==> src/rtl/assert_macros.svh <==
// Assertion helpers shared by the RTL files.
`ifndef ASSERT_MACROS_SVH
`define ASSERT_MACROS_SVH

// Same-cycle implication.
`define ASSERT_IMPL(lbl, clk, rst, ante, cons, msg) \
   lbl: assert property (@(posedge clk) disable iff (rst) (ante) |-> (cons)) else $error(msg);

// Next-cycle implication.
`define ASSERT_NEXT(lbl, clk, rst, ante, cons, msg) \
   lbl: assert property (@(posedge clk) disable iff (rst) (ante) |=> (cons)) else $error(msg);

// Invariant.
`define ASSERT_ALWAYS(lbl, clk, rst, cond, msg) \
   lbl: assert property (@(posedge clk) disable iff (rst) (cond)) else $error(msg);

`endif

==> src/rtl/odr_pkg.sv <==
`default_nettype none

package odr_pkg;

   localparam int MAX_DISTINCT = 64;
   localparam int ADDR_W       = $clog2(MAX_DISTINCT);
   localparam int VALUE_W      = 32;
   localparam int DCOUNT_W     = 7;

   localparam logic [DCOUNT_W-1:0] MAX_COUNT = DCOUNT_W'(MAX_DISTINCT);

   typedef struct packed {
      logic signed [VALUE_W-1:0] value;
      logic                      last;
   } req_type;

   typedef struct packed {
      logic signed [VALUE_W-1:0]  out_value;
      logic                       keep;
      logic        [DCOUNT_W-1:0] distinct_count;
      logic                       out_last;
      logic                       overflow;
   } rsp_type;

   typedef enum logic [1:0] {
      ST_IDLE,
      ST_READ,
      ST_CMP,
      ST_FINISH
   } state_type;

   // controller -> datapath
   typedef struct packed {
      logic load;     // capture transaction, clear pointer and hit flag
      logic rd;       // read store entry at pointer
      logic compare;  // latch match result
      logic step;     // advance pointer
      logic finish;   // update store and count, load result
   } cmd_type;

   // datapath -> controller
   typedef struct packed {
      logic count_zero;
      logic match;
      logic scan_end;
      logic out_free;
   } status_type;

endpackage

`default_nettype wire

==> src/rtl/ordered_duplicate_removal_core.sv <==
// Channel  Direction  Payload          Handshake
// req_     in         odr_pkg::req_type  req_valid / req_stall
// rsp_     out        odr_pkg::rsp_type  rsp_valid / rsp_stall
//
// One transaction at a time: accepted in idle, then the stored values are
// read from the single-port store and compared one entry at a time, a read
// state then a compare state per entry, over at most the kept count of
// entries (up to 64), ending early on a match.
// Reset (synchronous, active high) clears the kept count, the state and the
// result valid; store contents need no clearing since only entries below the
// count are read. A stalled result holds in the output register while the
// next transaction is accepted and scanned; finish waits for it to drain.
`default_nettype none

module ordered_duplicate_removal_core (
   input  wire logic             clock,
   input  wire logic             reset,
   input  wire logic             req_valid,
   output logic                  req_stall,
   input  wire odr_pkg::req_type req_data,
   output logic                  rsp_valid,
   input  wire logic             rsp_stall,
   output odr_pkg::rsp_type      rsp_data
);
   import odr_pkg::*;

   cmd_type    cmd;
   status_type status;

   // sequencer: idle / read / compare / finish
   odr_ctrl u_ctrl (
      .clock     (clock),
      .reset     (reset),
      .req_valid (req_valid),
      .req_stall (req_stall),
      .status    (status),
      .cmd       (cmd)
   );

   // store, scan pointer, kept count and result register
   odr_datapath u_datapath (
      .clock     (clock),
      .reset     (reset),
      .req_data  (req_data),
      .cmd       (cmd),
      .status    (status),
      .rsp_valid (rsp_valid),
      .rsp_stall (rsp_stall),
      .rsp_data  (rsp_data)
   );

endmodule

`default_nettype wire

==> src/rtl/odr_ctrl.sv <==
`default_nettype none

module odr_ctrl (
   input  wire logic               clock,
   input  wire logic               reset,
   input  wire logic               req_valid,
   output logic                    req_stall,
   input  wire odr_pkg::status_type status,
   output odr_pkg::cmd_type        cmd
);
   import odr_pkg::*;

`include "assert_macros.svh"

   state_type state_ff, state_in;

   always_ff @(posedge clock) begin
      if (reset) begin
         state_ff <= ST_IDLE;
      end else begin
         state_ff <= state_in;
      end
   end

   always_comb begin
      state_in = state_ff;
      unique case (state_ff)
         ST_IDLE: begin
            if (req_valid) begin
               state_in = status.count_zero ? ST_FINISH : ST_READ;
            end
         end
         ST_READ:   state_in = ST_CMP;
         ST_CMP: begin
            if (status.match || status.scan_end) begin
               state_in = ST_FINISH;
            end else begin
               state_in = ST_READ;
            end
         end
         ST_FINISH: begin
            if (status.out_free) begin
               state_in = ST_IDLE;
            end
         end
         default:   state_in = ST_IDLE;
      endcase
   end

   always_comb begin
      cmd       = '0;
      req_stall = 1'b1;
      unique case (state_ff)
         ST_IDLE: begin
            req_stall = 1'b0;
            cmd.load  = req_valid;
         end
         ST_READ:   cmd.rd = 1'b1;
         ST_CMP: begin
            cmd.compare = 1'b1;
            cmd.step    = !(status.match || status.scan_end);
         end
         ST_FINISH: cmd.finish = status.out_free;
         default: begin
            cmd       = '0;
            req_stall = 1'b1;
         end
      endcase
   end

   `ASSERT_NEXT(a_finish_to_idle, clock, reset, cmd.finish, state_ff == ST_IDLE, "finish did not return to idle")
   `ASSERT_NEXT(a_read_then_cmp, clock, reset, state_ff == ST_READ, state_ff == ST_CMP, "read not followed by compare")

endmodule

`default_nettype wire

==> src/rtl/odr_datapath.sv <==
`default_nettype none

module odr_datapath (
   input  wire logic                clock,
   input  wire logic                reset,
   input  wire odr_pkg::req_type    req_data,
   input  wire odr_pkg::cmd_type    cmd,
   output odr_pkg::status_type      status,
   output logic                     rsp_valid,
   input  wire logic                rsp_stall,
   output odr_pkg::rsp_type         rsp_data
);
   import odr_pkg::*;

`include "assert_macros.svh"

   logic [VALUE_W-1:0] seen_mem [MAX_DISTINCT];

   req_type             item_ff;
   logic [ADDR_W-1:0]   ptr_ff;
   logic [VALUE_W-1:0]  rd_data_ff;
   logic                hit_ff;
   logic [DCOUNT_W-1:0] count_ff, count_in;
   rsp_type             rsp_ff, rsp_in;
   logic                rsp_valid_ff, rsp_valid_in;

   logic                full;
   logic                store_new;
   logic [DCOUNT_W-1:0] ptr_next;

   assign full      = (count_ff == MAX_COUNT);
   assign store_new = cmd.finish && !hit_ff && !full;
   assign ptr_next  = DCOUNT_W'(ptr_ff) + DCOUNT_W'(1);

   assign status.count_zero = (count_ff == '0);
   assign status.match      = (rd_data_ff == item_ff.value);
   assign status.scan_end   = (ptr_next == count_ff);
   assign status.out_free   = !rsp_valid_ff || !rsp_stall;

   // store write and registered read
   always_ff @(posedge clock) begin
      if (store_new) begin
         seen_mem[count_ff[ADDR_W-1:0]] <= item_ff.value;
      end
      if (cmd.rd) begin
         rd_data_ff <= seen_mem[ptr_ff];
      end
   end

   always_ff @(posedge clock) begin
      if (cmd.load) begin
         item_ff <= req_data;
         ptr_ff  <= '0;
         hit_ff  <= 1'b0;
      end else begin
         if (cmd.compare) hit_ff <= status.match;
         if (cmd.step)    ptr_ff <= ptr_ff + ADDR_W'(1);
      end
   end

   always_comb begin
      count_in = count_ff;
      rsp_in   = rsp_ff;
      if (cmd.finish) begin
         rsp_in.out_value      = item_ff.value;
         rsp_in.keep           = store_new;
         rsp_in.distinct_count = store_new ? count_ff + DCOUNT_W'(1) : count_ff;
         rsp_in.out_last       = item_ff.last;
         rsp_in.overflow       = !hit_ff && full;
         if (item_ff.last) begin
            count_in = '0;
         end else if (store_new) begin
            count_in = count_ff + DCOUNT_W'(1);
         end
      end
   end

   always_comb begin
      rsp_valid_in = rsp_valid_ff;
      if (cmd.finish) begin
         rsp_valid_in = 1'b1;
      end else if (rsp_valid_ff && !rsp_stall) begin
         rsp_valid_in = 1'b0;
      end
   end

   always_ff @(posedge clock) begin
      if (reset) begin
         count_ff     <= '0;
         rsp_valid_ff <= 1'b0;
      end else begin
         count_ff     <= count_in;
         rsp_valid_ff <= rsp_valid_in;
      end
   end

   always_ff @(posedge clock) begin
      rsp_ff <= rsp_in;
   end

   assign rsp_valid = rsp_valid_ff;
   assign rsp_data  = rsp_ff;

   `ASSERT_ALWAYS(a_count_bound, clock, reset, count_ff <= MAX_COUNT, "kept count above store depth")
   `ASSERT_IMPL(a_keep_ovf_excl, clock, reset, rsp_valid_ff, !(rsp_ff.keep && rsp_ff.overflow), "keep and overflow both set")
   `ASSERT_NEXT(a_last_clears, clock, reset, cmd.finish && item_ff.last, count_ff == '0, "count not cleared after last")

endmodule

`default_nettype wire

==> config.mk <==
export PLATFORM = sky130hd
export DESIGN_NAME = ordered_duplicate_removal_core
export DESIGN_NICKNAME = d
export VERILOG_FILES = /design/src/rtl/odr_pkg.sv /design/src/rtl/ordered_duplicate_removal_core.sv /design/src/rtl/odr_ctrl.sv /design/src/rtl/odr_datapath.sv
export VERILOG_INCLUDE_DIRS = /design/src /design/src/rtl
export SDC_FILE = /design/constraint.sdc
export NUM_CORES = 2
export LEC_CHECK = 0
export BUFFER_PORTS_ARGS = -buffer_cell sky130_fd_sc_hd__buf_2
export CORE_MARGIN = 5
export CORE_UTILIZATION = 61
export CTS_CLUSTER_SIZE = 40
export DETAILED_ROUTE_END_ITERATION = 8
export PLACE_DENSITY = 0.88
export SYNTH_ARGS = -nofsm -noshare
export SYNTH_HDL_FRONTEND = slang
export SYNTH_SLANG_ARGS = --single-unit
==> constraint.sdc <==
create_clock -name clock -period 4.35 [get_ports clock]
set_input_delay 0.2175 -clock clock [delete_from_list [all_inputs] [get_ports clock]]
set_output_delay 0.2175 -clock clock [all_outputs]
set_load 0.02 [all_outputs]
==> impl_metrics.env <==
export IMPL_netlist_area_sq_um=82660
export IMPL_areaGrowthSynthToFinish_pct=12.72
export IMPL_postCtsSetupRepairBufs=0
export IMPL_core_rowCount=135
export IMPL_final_cell_mix="edfxtp_1 (2,155), mux4_2 (589), clkbuf_16 (199), buf_4 (152), mux2i_1 (98)"
export IMPL_max_freq_mhz=261.8
export IMPL_cp_arrival_ps=4280
export IMPL_power_switching_share=0.2627
export IMPL_yosysSeqAreaShare=0.7870
export IMPL_io_buffers=80
export IMPL_pwr_density_cell_nw_per_um2=543.5
export IMPL_p_seq_frac=0.468
export IMPL_critPathMaxFanout=27
export IMPL_cts_inserted_buffers=191
export IMPL_async_flop_share=0
export IMPL_initialDrtViolationCount=9277
export IMPL_hold_path_class="input port to flop"
export IMPL_setup_viol=0
export IMPL_drive_gt1_frac=0.3115
export IMPL_htree_levels=4
export IMPL_period_share=0.8782
export IMPL_track_usage=0.3562
export IMPL_fin_util=0.6895
export IMPL_crit_chain="a21bo_2 > nor3_1 > and2_1 > nand3_1 > buf_4 > nor2_4 > buf_4"
export IMPL_clock_sinks=2172
export IMPL_timing_critical_path_mode_cell="buf_4"
export IMPL_ys_ff_latch=2172
export IMPL_cts_tree="built"
export IMPL_grt_overflow=0
export IMPL_grt_pass1_vias=43927
export IMPL_dr_pass1_iters=6
export IMPL_ys_warn_count=0
export IMPL_synth_edf_count=2155
export IMPL_fp_coreArea_sq_um=135100
export IMPL_detail_route_antenna_nets=0
export IMPL_path_clk_slew_ps=60
export IMPL_clk_latency_ps=830
export IMPL_dieArea_sq_um=143000
export IMPL_peakVddDrop_uv=478.2
export IMPL_p_switching_w=0.01330
export IMPL_min_period_ps=3820
export IMPL_vias=44421
export IMPL_fin_nets=3785
export IMPL_wire_per_inst_microns=44.10
export IMPL_p_int_w=0.03733
export IMPL_p_leak_nw=28.44
export IMPL_hold_violations=0
export IMPL_combPwrFrac=0.183
export IMPL_power_frac_clock=0.349
export IMPL_post_dp_hpwl_mm=123.7
export IMPL_initial_core_util=0.6117
export IMPL_power_total_w=0.05064
export IMPL_synth_avg_cell_area_sq_um=24.04
export IMPL_clock_skew_ps=33.66
export IMPL_cp_slowest_stage_delay_ps=560
export IMPL_ios=81
export IMPL_crit_path_end_kind="flop"
export IMPL_grt_first_pass_wirelength_mm=350.5
export IMPL_grt_max_degree=104
export IMPL_antenna_found_initial=7
export IMPL_gp_congestion=0.8272
export IMPL_status="finished clean"
export IMPL_die_y_microns=378.1
export IMPL_final_max_slew_viol_count=0
export IMPL_cp_slowest_cell="buf_4"
export IMPL_fin_tns_setup_ps=0
export IMPL_viasPerCell=7.808
export IMPL_clockBufferDepth=3
export IMPL_rsz0062_at_grt="false"
export IMPL_synth_cell_types=53
export IMPL_critPathKind="flop to flop"
export IMPL_synth_ff_type="edfxtp_1"
export IMPL_die_width_microns=378.1
export IMPL_max_slew_margin=0.08786
export IMPL_drv_cap=0
export IMPL_tightest_slew_ps=1365
export IMPL_synthCells=3438
export IMPL_routed_wl_mm=250.9
export IMPL_synth_fp_nets=3478
export IMPL_critPathRequiredTime_ps=4810
export IMPL_drc=0
export IMPL_cts_root_buffer="clkbuf_16"
export IMPL_worst_setup_path_start_kind="flop"
export IMPL_layout_commonest_cell="edfxtp_1"
[path summary, 6_finish.rpt]
kind                      start                    endpoint  slack [ps]  depth (start not counted)
max          u_ctrl.state_ff[0]  u_datapath.seen_mem[53][1]         530                          7
min                 req_data[0]       u_datapath.item_ff[0]         110                          2
max reg2reg  u_ctrl.state_ff[0]  u_datapath.seen_mem[53][1]         530                          7
min reg2reg   u_datapath.hit_ff           u_datapath.hit_ff         590                          2
[sequential cells by signal, indices dropped and copies added (netlist names)]
signal	count
u_ctrl.state_ff	2
u_datapath.rsp_data	42
u_datapath.rsp_valid	1
u_datapath.ptr_ff	6
u_datapath.item_ff	33
u_datapath.hit_ff	1
u_datapath.seen_mem	2048
u_datapath.count_ff	7
u_datapath.rd_data_ff	32
[cell families (layout without fill, tap and decap cells)]
family                   Yosys count  count (layout)  synth area share
flip-flops                      2172            2172            0.7870
multiplexers                     698             698            0.1739
AND/OR/NAND/NOR                  191             191           0.01058
buffers and inverters            189             658           0.01108
AO/OA/AOI/OAI                    141             141           0.01229
XOR/XNOR                          44              44          0.004662
adder cells (fa/ha/maj)            3               3         0.0004542
other                              0               1                 0
[power groups by stage]
| stage | Sequential (W) | Combinational (W) | Clock (W) |
|---|---|---|---|
| 6_report | 0.0237 | 0.00926 | 0.0177 |
| 5_1_grt | 0.0237 | 0.00954 | 0.0186 |
| 4_1_cts | 0.0237 | 0.00904 | 0.0175 |
| 3_5_place_dp | 0.0241 | 0.00865 | 0 |
| 3_3_place_gp | 0.0241 | 0.00820 | 0 |
| 2_1_floorplan | 0.0242 | 0.00596 | 0 |
[per-stage QoR]
| stage | hold WS, ps | cell area [sq um] | cells | setup slack [ps] |
|---|---|---|---|---|
| detailed placement | 395.6 | 86530 | 5296 | 796.3 |
| finish | 114.0 | 93170 | 5689 | 529.8 |
| global placement | 393.7 | 86530 | 5296 | 941.6 |
| floorplan | 316.4 | 82660 | 3438 | 939.2 |
| global route | 104.1 | 93170 | 5688 | 462.5 |
| CTS | 75.73 | 93170 | 5688 | 659.7 |
[routing by layer]
layer / vias to the layer above / share of wire / GRT usage
met5: - / 0.00022 / 0
met4: 8 / 0.088 / 0.2291
met3: 1144 / 0.14 / 0.07966
met2: 5627 / 0.47 / 0.5571
met1: 22268 / 0.30 / 0.4612
li1: 15374 / - / -
[what timing repair did]
item	in CTS	in global routing
hold buffers	37	0
gates resized for setup	0	0
endpoints found under the hold margin	50	0
[critical path: cells and delay by family, from the launching register on]
family                 cells  cell delay, ps
and+or+nand+nor            4            1710
buffers and inverters      2             970
DFF                        1             440
AOI/OAI and AO/OA          1             290
[synthesized netlist by cell type, drive strengths merged, types with 2 or more instances]
library cell,n,area (sq um)
or3,3,18.77
or2,2,12.51
mux4,589,13270
a22oi,53,402.9
buf,116,641.9
nor4,3,18.77
or4b,2,23.77
edfxtp,2155,64710
nand4,11,68.82
nand3,14,70.07
nor2,87,326.6
mux2i,98,980.9
a221o,11,110.1
inv,11,41.29
a31oi,2,12.51
nand3b,2,15.01
nand2b,3,18.77
clkbuf,62,232.7
and2,5,31.28
dfxtp,17,340.3
and3,3,18.77
nand2,41,153.9
or3b,2,17.52
xnor2,41,359.1
o21ai,32,160.2
nor2b,7,43.79
mux2,11,127.6
nor3,4,20.02
xor2,3,26.28
a221oi,12,105.1
ha,3,37.54
a21oi,9,45.04
a31o,2,17.52
a211oi,11,82.58
[area by class of cell]
class / instances / area (sq um)
Tap cell: 1781 / 2228
Antenna cell: 1 / 2.502
Clock buffer: 234 / 5151
Sequential cell: 2172 / 65060
Timing Repair Buffer: 292 / 2372
Fill cell: 7142 / 41960
Inverter: 11 / 46.29
Clock inverter: 121 / 1117
Multi-Input combinational cell: 1077 / 17190
(Power assumes the default switching activity.)
